==> config.mk <==
export PLATFORM = sky130hd
export DESIGN_NAME = string_split_by_separator_unit_flat
export DESIGN_NICKNAME = d
export VERILOG_FILES = /design/src/rtl/core/ssep_pkg.sv /design/src/rtl/core/ssep_if.sv /design/src/rtl/core/string_split_by_separator_unit.sv /design/src/rtl/core/ssep_queue.sv /design/src/rtl/core/ssep_front.sv /design/src/rtl/core/ssep_back.sv /design/src/flat_wrapper.sv
export SDC_FILE = /design/constraint.sdc
export NUM_CORES = 1
export LEC_CHECK = 0
export BUFFER_PORTS_ARGS = -buffer_cell sky130_fd_sc_hd__buf_4
export CORE_AREA = 2 2 146 148
export DETAILED_ROUTE_END_ITERATION = 8
export DIE_AREA = 0 0 148 150
export PLACE_DENSITY = 0.77
export SYNTH_ARGS = -nofsm -noshare
export SYNTH_HDL_FRONTEND = slang
export SYNTH_SLANG_ARGS = --single-unit
==> constraint.sdc <==
create_clock -name i_clk -period 7.65 [get_ports i_clk]
set_input_delay 1.1475 -clock i_clk [delete_from_list [all_inputs] [get_ports i_clk]]
set_output_delay 1.1475 -clock i_clk [all_outputs]
set_load 0.01 [all_outputs]
==> src/rtl/core/ssep_pkg.sv <==
// Shared types, constants and helpers for the separator-based string splitter.
`default_nettype none

package ssep_pkg;

    localparam int MAX_SEP_BYTES = 8;
    localparam int BYTE_W        = 8;
    localparam int SEP_W         = MAX_SEP_BYTES * BYTE_W;
    localparam int LEN_W         = 4;
    localparam int POS_W         = (MAX_SEP_BYTES > 1) ? $clog2(MAX_SEP_BYTES) : 1;
    localparam int CFG_IDX_W     = 2;
    localparam int CFG_DATA_W    = 64;
    localparam int Q_DEPTH       = 4;
    localparam int Q_AW          = $clog2(Q_DEPTH);

    // Register indexes on the configuration port
    typedef enum logic [CFG_IDX_W-1:0] {
        CFG_SEP_BYTES = 2'd0,
        CFG_SEP_LEN   = 2'd1
    } t_cfg_idx;

    // One queued input word
    typedef struct packed {
        logic [BYTE_W-1:0] data;
        logic              has;
        logic              last;
    } t_item;

    // One result word
    typedef struct packed {
        logic [BYTE_W-1:0] out_byte;
        logic              byte_valid;
        logic              chunk_end;
        logic              string_end;
    } t_result;

    // Separator settings as seen by the back end
    typedef struct packed {
        logic [SEP_W-1:0] sep;
        logic [LEN_W-1:0] len;
    } t_sep_cfg;

    // Clamp the programmed length into 1..MAX_SEP_BYTES
    function automatic logic [LEN_W-1:0] eff_len(input logic [LEN_W-1:0] raw);
        logic [LEN_W-1:0] res;
        if (raw == '0) begin
            res = LEN_W'(1);
        end else if (raw > LEN_W'(MAX_SEP_BYTES)) begin
            res = LEN_W'(MAX_SEP_BYTES);
        end else begin
            res = raw;
        end
        return res;
    endfunction

endpackage

`default_nettype wire

==> src/rtl/core/ssep_if.sv <==
// Channel interfaces of the splitter: input words, result words and configuration writes.
`default_nettype none

interface ssep_in_if import ssep_pkg::*; ();
    logic              valid;
    logic              ready;
    logic [BYTE_W-1:0] in_byte;
    logic              has_byte;
    logic              is_last;

    modport source (output valid, output in_byte, output has_byte, output is_last,
                    input ready);
    modport sink   (input valid, input in_byte, input has_byte, input is_last,
                    output ready);
endinterface

interface ssep_out_if import ssep_pkg::*; ();
    logic              valid;
    logic              ready;
    logic [BYTE_W-1:0] out_byte;
    logic              byte_valid;
    logic              chunk_end;
    logic              string_end;

    modport source (output valid, output out_byte, output byte_valid, output chunk_end,
                    output string_end, input ready);
    modport sink   (input valid, input out_byte, input byte_valid, input chunk_end,
                    input string_end, output ready);
endinterface

interface ssep_cfg_if import ssep_pkg::*; ();
    logic                  valid;
    logic                  ready;
    logic [CFG_IDX_W-1:0]  index;
    logic [CFG_DATA_W-1:0] data;

    modport source (output valid, output index, output data, input ready);
    modport sink   (input valid, input index, input data, output ready);
endinterface

`default_nettype wire

==> src/rtl/core/string_split_by_separator_unit.sv <==
// Top level of the splitter: configuration registers and the front, queue and back ends.
//
// Usage:
//   i_in carries the string one word at a time: in_byte with has_byte, and is_last on the
//   final word. A word with neither has_byte nor is_last is taken and causes nothing.
//   o_out returns result words: chunk bytes (byte_valid), chunk ends (chunk_end) and, on the
//   last word of each string, string_end together with chunk_end.
//   i_cfg writes the separator bytes (index 0, first byte in bits 7:0) and the separator
//   length (index 1, clamped to 1..8). It is always ready; write it only while idle.
// Timing:
//   A word's first result reaches o_out by way of the input queue and then the back
//   end's output register.
//   While o_out.ready stays high the back end issues one result word per cycle and takes
//   one input word per cycle, so a string streams at one byte per cycle. After an end mark
//   it issues one word per held byte (up to seven) plus the closing word before it takes
//   the next word, which also waits while the window holds the separator length or more.
// Reset and stalls:
//   Reset empties the queue and the window and sets the separator to one zero byte.
//   When the receiver holds o_out.ready low the result word is kept, the back end stops,
//   and i_in.ready falls once the four-word queue is full.
`default_nettype none

module string_split_by_separator_unit import ssep_pkg::*; (
    input  wire logic   i_clk,
    input  wire logic   i_rst_n,
    ssep_in_if.sink     i_in,
    ssep_out_if.source  o_out,
    ssep_cfg_if.sink    i_cfg
);

    logic [SEP_W-1:0] r_sep_bytes;
    logic [LEN_W-1:0] r_sep_len;
    t_sep_cfg         w_sep_cfg;

    logic             w_push;
    t_item            w_push_item;
    logic             w_full;
    logic             w_pop;
    logic             w_pop_valid;
    t_item            w_pop_item;

    // Configuration writes are always taken
    assign i_cfg.ready = 1'b1;

    always_ff @(posedge i_clk) begin
        if (!i_rst_n) begin
            r_sep_bytes <= '0;
            r_sep_len   <= LEN_W'(1);
        end else if (i_cfg.valid) begin
            case (i_cfg.index)
                CFG_SEP_BYTES: r_sep_bytes <= i_cfg.data[SEP_W-1:0];
                CFG_SEP_LEN:   r_sep_len   <= i_cfg.data[LEN_W-1:0];
                default: begin
                    // unused index: drop the write
                end
            endcase
        end
    end

    // Hand the back end an already clamped length
    assign w_sep_cfg.sep = r_sep_bytes;
    assign w_sep_cfg.len = eff_len(r_sep_len);

    ssep_front u_front (
        .i_in        (i_in),
        .i_full      (w_full),
        .o_push      (w_push),
        .o_push_item (w_push_item)
    );

    ssep_queue u_queue (
        .i_clk       (i_clk),
        .i_rst_n     (i_rst_n),
        .i_push      (w_push),
        .i_push_item (w_push_item),
        .o_full      (w_full),
        .i_pop       (w_pop),
        .o_pop_valid (w_pop_valid),
        .o_pop_item  (w_pop_item)
    );

    ssep_back u_back (
        .i_clk     (i_clk),
        .i_rst_n   (i_rst_n),
        .i_cfg     (w_sep_cfg),
        .i_q_valid (w_pop_valid),
        .i_q_item  (w_pop_item),
        .o_q_pop   (w_pop),
        .o_out     (o_out)
    );

endmodule

`default_nettype wire

==> src/rtl/core/ssep_queue.sv <==
// Small FIFO of input words between the front end and the back end.
`default_nettype none

module ssep_queue import ssep_pkg::*; (
    input  wire logic  i_clk,
    input  wire logic  i_rst_n,
    input  wire logic  i_push,
    input  wire t_item i_push_item,
    output logic       o_full,
    input  wire logic  i_pop,
    output logic       o_pop_valid,
    output t_item      o_pop_item
);

    t_item            r_mem [Q_DEPTH];
    logic [Q_AW-1:0]  r_wptr, n_wptr;
    logic [Q_AW-1:0]  r_rptr, n_rptr;
    logic [Q_AW:0]    r_count, n_count;
    logic             w_push, w_pop;

    assign o_full      = (r_count == (Q_AW + 1)'(Q_DEPTH));
    assign o_pop_valid = (r_count != '0);
    assign o_pop_item  = r_mem[r_rptr];

    assign w_push = i_push && !o_full;
    assign w_pop  = i_pop && o_pop_valid;

    always_comb begin
        n_wptr  = w_push ? r_wptr + 1'b1 : r_wptr;
        n_rptr  = w_pop  ? r_rptr + 1'b1 : r_rptr;
        n_count = r_count;
        if (w_push && !w_pop) begin
            n_count = r_count + 1'b1;
        end else if (w_pop && !w_push) begin
            n_count = r_count - 1'b1;
        end
    end

    always_ff @(posedge i_clk) begin
        if (!i_rst_n) begin
            r_wptr  <= '0;
            r_rptr  <= '0;
            r_count <= '0;
        end else begin
            r_wptr  <= n_wptr;
            r_rptr  <= n_rptr;
            r_count <= n_count;
        end
    end

    always_ff @(posedge i_clk) begin
        if (w_push) begin
            r_mem[r_wptr] <= i_push_item;
        end
    end

endmodule

`default_nettype wire

==> src/rtl/core/ssep_front.sv <==
// Front end: accept input words, drop words with neither byte nor end mark, queue the rest.
`default_nettype none

module ssep_front import ssep_pkg::*; (
    ssep_in_if.sink i_in,
    input  wire logic i_full,
    output logic      o_push,
    output t_item     o_push_item
);

    logic w_keep;

    // Accept whenever the queue has room
    assign i_in.ready = !i_full;

    // A word with no byte and no end mark causes nothing: drop it here
    assign w_keep = i_in.has_byte || i_in.is_last;
    assign o_push = i_in.valid && !i_full && w_keep;

    assign o_push_item.data = i_in.in_byte;
    assign o_push_item.has  = i_in.has_byte;
    assign o_push_item.last = i_in.is_last;

endmodule

`default_nettype wire

==> src/rtl/core/ssep_back.sv <==
// Back end: hold the pending window, match the separator and issue result words.
`default_nettype none

module ssep_back import ssep_pkg::*; (
    input  wire logic     i_clk,
    input  wire logic     i_rst_n,
    input  wire t_sep_cfg i_cfg,
    input  wire logic     i_q_valid,
    input  wire t_item    i_q_item,
    output logic          o_q_pop,
    ssep_out_if.source    o_out
);

    logic [BYTE_W-1:0] r_win [MAX_SEP_BYTES];
    logic [BYTE_W-1:0] n_win [MAX_SEP_BYTES];
    logic [LEN_W-1:0]  r_cnt, n_cnt;
    logic              r_flush, n_flush;
    t_result           r_out, n_out;
    logic              r_out_valid, n_out_valid;

    logic [BYTE_W-1:0] w_win [MAX_SEP_BYTES];
    logic [LEN_W-1:0]  w_cnt;
    logic [LEN_W-1:0]  w_drop;
    logic [POS_W-1:0]  w_src;
    logic              w_match;
    logic              w_emit;
    logic              w_can_load;
    logic              w_pop;

    assign w_can_load = !r_out_valid || o_out.ready;
    // Pop only while the window is below the separator length and no flush runs
    assign w_pop      = w_can_load && (r_cnt < i_cfg.len) && !r_flush && i_q_valid;
    assign o_q_pop    = w_pop;

    always_comb begin
        w_win = r_win;
        w_cnt = r_cnt;
        if (w_pop && i_q_item.has) begin
            w_win[r_cnt[POS_W-1:0]] = i_q_item.data;
            w_cnt = r_cnt + 1'b1;
        end

        w_match = 1'b1;
        for (int k = 0; k < MAX_SEP_BYTES; k++) begin
            if ((LEN_W'(k) < i_cfg.len) && (w_win[k] != i_cfg.sep[k*BYTE_W +: BYTE_W])) begin
                w_match = 1'b0;
            end
        end

        w_drop  = '0;
        w_emit  = 1'b0;
        n_out   = r_out;
        n_flush = r_flush;
        if (w_can_load) begin
            if (w_cnt >= i_cfg.len) begin
                w_emit = 1'b1;
                if (w_match) begin
                    n_out  = '{out_byte: '0, byte_valid: 1'b0, chunk_end: 1'b1,
                               string_end: 1'b0};
                    w_drop = i_cfg.len;
                end else begin
                    n_out  = '{out_byte: w_win[0], byte_valid: 1'b1, chunk_end: 1'b0,
                               string_end: 1'b0};
                    w_drop = LEN_W'(1);
                end
            end else if (r_flush) begin
                w_emit = 1'b1;
                if (w_cnt != '0) begin
                    n_out  = '{out_byte: w_win[0], byte_valid: 1'b1, chunk_end: 1'b0,
                               string_end: 1'b0};
                    w_drop = LEN_W'(1);
                end else begin
                    n_out   = '{out_byte: '0, byte_valid: 1'b0, chunk_end: 1'b1,
                                string_end: 1'b1};
                    n_flush = 1'b0;
                end
            end
            if (w_pop && i_q_item.last) begin
                n_flush = 1'b1;
            end
        end

        w_src = '0;
        for (int i = 0; i < MAX_SEP_BYTES; i++) begin
            w_src = POS_W'(i + int'(w_drop));
            if (i + int'(w_drop) < MAX_SEP_BYTES) begin
                n_win[i] = w_win[w_src];
            end else begin
                n_win[i] = '0;
            end
        end
        n_cnt = w_cnt - w_drop;

        if (w_emit) begin
            n_out_valid = 1'b1;
        end else if (o_out.ready) begin
            n_out_valid = 1'b0;
        end else begin
            n_out_valid = r_out_valid;
        end
    end

    always_ff @(posedge i_clk) begin
        if (!i_rst_n) begin
            r_cnt       <= '0;
            r_flush     <= 1'b0;
            r_out_valid <= 1'b0;
        end else begin
            r_cnt       <= n_cnt;
            r_flush     <= n_flush;
            r_out_valid <= n_out_valid;
        end
    end

    always_ff @(posedge i_clk) begin
        r_win <= n_win;
        r_out <= n_out;
    end

    assign o_out.valid      = r_out_valid;
    assign o_out.out_byte   = r_out.out_byte;
    assign o_out.byte_valid = r_out.byte_valid;
    assign o_out.chunk_end  = r_out.chunk_end;
    assign o_out.string_end = r_out.string_end;

endmodule

`default_nettype wire

==> src/flat_wrapper.sv <==
// flat-port wrapper written by rule: the top's interface ports become plain ports
module string_split_by_separator_unit_flat import ssep_pkg::*;
  (i_clk, i_rst_n, i_in_valid, i_in_in_byte, i_in_has_byte, i_in_is_last, i_in_ready, o_out_valid, o_out_out_byte, o_out_byte_valid, o_out_chunk_end, o_out_string_end, o_out_ready, i_cfg_valid, i_cfg_index, i_cfg_data, i_cfg_ready);
  ssep_in_if i_in_i ();
  ssep_out_if o_out_i ();
  ssep_cfg_if i_cfg_i ();
  input  wire logic i_clk;
  input  wire logic i_rst_n;
  input wire logic [$bits(i_in_i.valid)-1:0] i_in_valid;
  input wire logic [$bits(i_in_i.in_byte)-1:0] i_in_in_byte;
  input wire logic [$bits(i_in_i.has_byte)-1:0] i_in_has_byte;
  input wire logic [$bits(i_in_i.is_last)-1:0] i_in_is_last;
  output wire logic [$bits(i_in_i.ready)-1:0] i_in_ready;
  output wire logic [$bits(o_out_i.valid)-1:0] o_out_valid;
  output wire logic [$bits(o_out_i.out_byte)-1:0] o_out_out_byte;
  output wire logic [$bits(o_out_i.byte_valid)-1:0] o_out_byte_valid;
  output wire logic [$bits(o_out_i.chunk_end)-1:0] o_out_chunk_end;
  output wire logic [$bits(o_out_i.string_end)-1:0] o_out_string_end;
  input wire logic [$bits(o_out_i.ready)-1:0] o_out_ready;
  input wire logic [$bits(i_cfg_i.valid)-1:0] i_cfg_valid;
  input wire logic [$bits(i_cfg_i.index)-1:0] i_cfg_index;
  input wire logic [$bits(i_cfg_i.data)-1:0] i_cfg_data;
  output wire logic [$bits(i_cfg_i.ready)-1:0] i_cfg_ready;
  assign i_in_i.valid = i_in_valid;
  assign i_in_i.in_byte = i_in_in_byte;
  assign i_in_i.has_byte = i_in_has_byte;
  assign i_in_i.is_last = i_in_is_last;
  assign i_in_ready = i_in_i.ready;
  assign o_out_valid = o_out_i.valid;
  assign o_out_out_byte = o_out_i.out_byte;
  assign o_out_byte_valid = o_out_i.byte_valid;
  assign o_out_chunk_end = o_out_i.chunk_end;
  assign o_out_string_end = o_out_i.string_end;
  assign o_out_i.ready = o_out_ready;
  assign i_cfg_i.valid = i_cfg_valid;
  assign i_cfg_i.index = i_cfg_index;
  assign i_cfg_i.data = i_cfg_data;
  assign i_cfg_ready = i_cfg_i.ready;
  string_split_by_separator_unit u_core (.i_clk(i_clk), .i_rst_n(i_rst_n), .i_in(i_in_i), .o_out(o_out_i), .i_cfg(i_cfg_i));
endmodule
==> metrics.md <==
| Metric | Value |
|---|---|
| Half-perimeter wire length after placement | `between 30000 and 40000 um` |
| Top cells by area, synth | `sky130_fd_sc_hd__dfxtp_1, sky130_fd_sc_hd__edfxtp_1, sky130_fd_sc_hd__mux2i_1` |
| Unrepaired setup endpoints after global routing | `false` |
| Final Hold Fails | `0` |
| Filler cell count in the final layout | `between 1500 and 2000` |
| Total Routed Length | `between 40000 and 50000 um` |
| Number of gates given a new drive strength after cts | `0` |
| Leading cell type in the layout, fill and taps excluded | `sky130_fd_sc_hd__nand2_1` |
| Die extent in x | `about 150 um` |
| Period Utilization, post-route | `between 80 and 90%` |
| Die extent in y | `150 um` |
| Met1 track demand over resource in global routing | `49.9%` |
| Synth area leader | `sky130_fd_sc_hd__dfxtp_1` |
| Die Footprint | `about 22000 um^2` |
| Busiest grt layer | `met2` |
| Int Pwr | `around 3.4 mW` |
| Synth Instances | `roughly 1400` |
| Clk sink count | `roughly 200` |
| Status | `complete, no violations` |
| Routed Antenna Nets | `0` |
| Yosys cell types | `76` |
| TritonCTS clock tree | `yes` |
| Combinational family with the most area after synthesis | `compound AO/OA/AOI/OAI gates` |
| Register share of total power | `~26%` |
| Number of rows in the core area | `53` |
| Fin crit period | `6.73 ns` |
| Yosys warnings | `0` |
| Total number of nets in the final design | `1586` |
| Arithmetic-cell share of the synthesized area counting full adders, half adders and majority gates | `under 10%` |
| Largest voltage drop on the vdd net | `about 0.24 mV` |
| Growth of design area from synthesis to finish | `12.2%` |
| Area share of and/or/nand/nor cells after synthesis | `between 10% and 20%` |
| Maximum number of pins on one net before global-route repair | `65` |
| Switching power | `3.22 mW` |
| Drt first pass iters | `8` |
| Area share of the largest cell type after synthesis | `about a quarter` |
| Starting density of the core | `between 50% and 60%` |
| Number of global-route vias before repair | `10700` |
| Weighted congestion reported at the end of routability-driven placement | `roughly 1.0` |
| Number of nets in the synthesized netlist | `1539` |
| Post-CTS Setup Inserts | `0` |
| Number of remaining DRC errors | `0` |
| Most used cells in the layout excluding fill and tap cells | `sky130_fd_sc_hd__nand2_1, sky130_fd_sc_hd__dfxtp_1, sky130_fd_sc_hd__a21oi_1, sky130_fd_sc_hd__buf_4, sky130_fd_sc_hd__nor2_1` |
| Cell family with the largest share of critical-path delay | `simple AND/OR/NAND/NOR gates` |
| Syn Area/Cell | `~8.6 um^2` |
| Count of buffering cells on the critical path with inverters included | `2` |
| Worst max-slew margin expressed relative to the limit | `24.2%` |
| Total number of vias | `about 12000` |
| Max Buffers Root-to-Sink | `2` |
| Pwr Total | `around 6.6 mW` |
| Fraction of registers with async set/reset | `0%` |
| Global Route met2 Usage | `between 60 and 70%` |
| Part of the power in the clock network | `between 10% and 20%` |
| #FFs+latches synth | `between 150 and 200` |
| Complex-gate fraction of the synthesized area | `roughly a fifth` |
| Critical Path AT | `approximately 7.1 ns` |
| Top_reg_cell synth | `sky130_fd_sc_hd__dfxtp_1` |
| Leakage Power | `5.16 nW` |
| Kind of start point of the critical path | `flip-flop` |
| Clock slew at the register clock pins of the worst setup and hold paths | `~0.090 ns` |
| Share of layout cells above drive strength 1 | `15.1%` |
| Ant. Diodes | `0` |
| Final global-route overflow total | `0` |
| Clock Root Buffer | `sky130_fd_sc_hd__clkbuf_16` |
| Final Slew Violations | `0` |
| Critical Path RT | `between 8 and 9 ns` |
| Post-synthesis xor/xnor area fraction | `between 7 and 8%` |
| Max-capacitance violation count | `0` |
| Category of the worst setup path capture point | `flip-flop` |
| Worst Tran Pin Value | `1.13 ns` |
| Category of the most critical setup path | `reg2reg` |
| Switching part of the total | `between 40% and 50%` |
| Most frequent cell on the critical path | `sky130_fd_sc_hd__a21o_1` |
| Accumulated negative setup slack | `0 ns` |
| I/O pin total | `95` |
| Final setup skew | `about 0.02 ns` |
| Number of H-tree branching levels | `4` |
| Vias/cell | `roughly 6.5` |
| DR WL/cell | `about 24 um` |
| Number of buffers created by CTS | `17` |
| Setup violators final | `0` |
| Maximum fanout encountered on the critical timing path | `between 40 and 50` |
| HP Class | `reg2reg` |
| Number of flops mapped to enable cells by yosys | `between 50 and 60` |
| Gate power share | `around 60%` |
| Series of cell instances along the critical path | `inv_1 > nand2_1 > ha_1 > a211oi_1 > nand3_1 > nor3_1 > xnor2_1 > ha_1 > nand2b_1 > a21o_1 > a21o_1 > a21o_1 > o21ai_0 > nor4b_1 > and2_1 > nand2b_1 > o21ai_4 > buf_4 > mux2_2 > a2111oi_0 > a21oi_1 > a211oi_1` |
| Fraction of the yosys area taken by sequential cells | `a little over a third` |
| Post-synth design cell area | `12400 um^2` |
| Drt initial violations | `around 1700` |
| Hold-fix buffers at CTS | `0` |
| # port buffers | `slightly above 90` |
| Global-route wire length before repair | `63700 um` |
| Max Clock Freq | `roughly 150 MHz` |
| Antenna violations before repair | `0` |
| Pwr Density | `between 400 and 500 nW/um^2` |
| Fraction of met3 tracks used by global routing | `7.90%` |
| Multiplexer share of the synthesized area | `12.0%` |
| Clk Latency, worst-skew pair | `approximately 0.47 ns` |
| Cell with the largest stage delay on the worst path | `sky130_fd_sc_hd__nor3_1` |
| Core region area | `20700 um^2` |
| Gr usage total | `a little under two fifths` |
| Worst stage delay on the critical path | `between 0.7 and 0.8 ns` |
-- worst register-to-register path: cells and delay by family (launching register included) --
kind	cells	cell delay (ns)
flip-flops	1	0.39
AO/OA/AOI/OAI	9	2.11
buffers and inverters	2	0.79
multiplexers	1	0.41
AND/OR/NAND/NOR	7	2.18
XOR/XNOR	1	0.22
adder cells (fa/ha/maj)	2	0.56
-- per-layer routing --
layer | vias up | wire (um)
li1 | 5294 | -
met5 | - | 0
met3 | 165 | 4050
met2 | 670 | 18900
met4 | 0 | 2690
met1 | 5450 | 16900
-- registers in the layout, indices dropped and copies added (netlist names), named ones only --
register	count
u_core.r_sep_bytes	64
u_core.u_back.r_win	64
u_core.u_queue.r_mem	40
u_core.u_back.o_out.out_byte	8
u_core.r_sep_len	4
u_core.u_back.r_cnt	4
u_core.u_queue.r_count	3
u_core.u_queue.r_rptr	2
u_core.u_queue.r_wptr	2
u_core.u_back.o_out.byte_valid	1
u_core.u_back.o_out.chunk_end	1
u_core.u_back.o_out.string_end	1
u_core.u_back.o_out.valid	1
u_core.u_back.r_flush	1
-- cell usage after synthesis, types with 8 or more instances --
cell type and number:
sky130_fd_sc_hd__a2111oi_0 8, sky130_fd_sc_hd__a211oi_1 28, sky130_fd_sc_hd__a21o_1 15, sky130_fd_sc_hd__a21oi_1 139, sky130_fd_sc_hd__a221oi_1 17, sky130_fd_sc_hd__a22oi_1 13
sky130_fd_sc_hd__and2_1 8, sky130_fd_sc_hd__buf_2 16, sky130_fd_sc_hd__clkbuf_1 67, sky130_fd_sc_hd__dfxtp_1 147, sky130_fd_sc_hd__edfxtp_1 51, sky130_fd_sc_hd__ha_1 22
sky130_fd_sc_hd__inv_1 50, sky130_fd_sc_hd__mux2_2 30, sky130_fd_sc_hd__mux2i_1 84, sky130_fd_sc_hd__mux4_2 13, sky130_fd_sc_hd__nand2_1 205, sky130_fd_sc_hd__nand2b_1 13
sky130_fd_sc_hd__nand3_1 17, sky130_fd_sc_hd__nand4_1 18, sky130_fd_sc_hd__nor2_1 92, sky130_fd_sc_hd__nor2b_1 16, sky130_fd_sc_hd__nor3_1 48, sky130_fd_sc_hd__o211ai_1 8
sky130_fd_sc_hd__o21ai_0 26, sky130_fd_sc_hd__o22ai_1 48, sky130_fd_sc_hd__or2_2 9, sky130_fd_sc_hd__xnor2_1 71, sky130_fd_sc_hd__xor2_1 39
-- cell families after synthesis --
group | count (synthesis)
compound gates | 361
xor+xnor | 110
fa+ha+maj | 24
buf+inv | 147
flops | 198
mux | 128
other cells | 1
simple gates | 465
-- worst paths after layout --
check                         startpoint  slack [ns]                endpoint  depth (start not counted)
setup / recovery     u_core.r_sep_len[3]        0.92  u_core.u_back.r_win[7]                         22
setup reg to reg     u_core.r_sep_len[3]        0.92  u_core.u_back.r_win[7]                         22
hold reg to reg   u_core.r_sep_bytes[29]        0.46  u_core.r_sep_bytes[29]                          2
hold / removal    u_core.r_sep_bytes[29]        0.46  u_core.r_sep_bytes[29]                          2
-- layout make-up --
type | instances | area (um^2) | area share (%)
clock buffer | 17 | 425 | 3.07
clock inverter | 15 | 210 | 1.52
multi-input combinational | 1089 | 7280 | 52.5
inverter | 52 | 195 | 1.41
timing repair buffer | 123 | 936 | 6.75
tap | 275 | 344 | 2.48
sequential | 198 | 4470 | 32.3
-- metrics by stage --
step,cell area [um^2],hold WS (ns),cells,util (%),setup WS (ns)
5_1_grt,13900,0.492,1769,67.0,0.272
2_1_floorplan,12400,0.436,1434,-,1.54
6_report,13900,0.462,1769,67.0,0.919
3_5_place_dp,13200,0.452,1737,63.9,0.918
3_3_place_gp,13200,0.445,1737,63.9,1.08
4_1_cts,13900,0.464,1769,67.0,0.984
-- power groups by stage --
stage	Clock [mW]	Combinational, mW	Sequential, mW
global route	1.02	4.21	1.70
floorplan	0	2.84	1.55
global placement	0	3.73	1.69
finish	0.976	3.94	1.69
detailed placement	0	3.79	1.69
CTS	0.979	3.82	1.67
No activity file was read; power rests on OpenSTA's default activity.
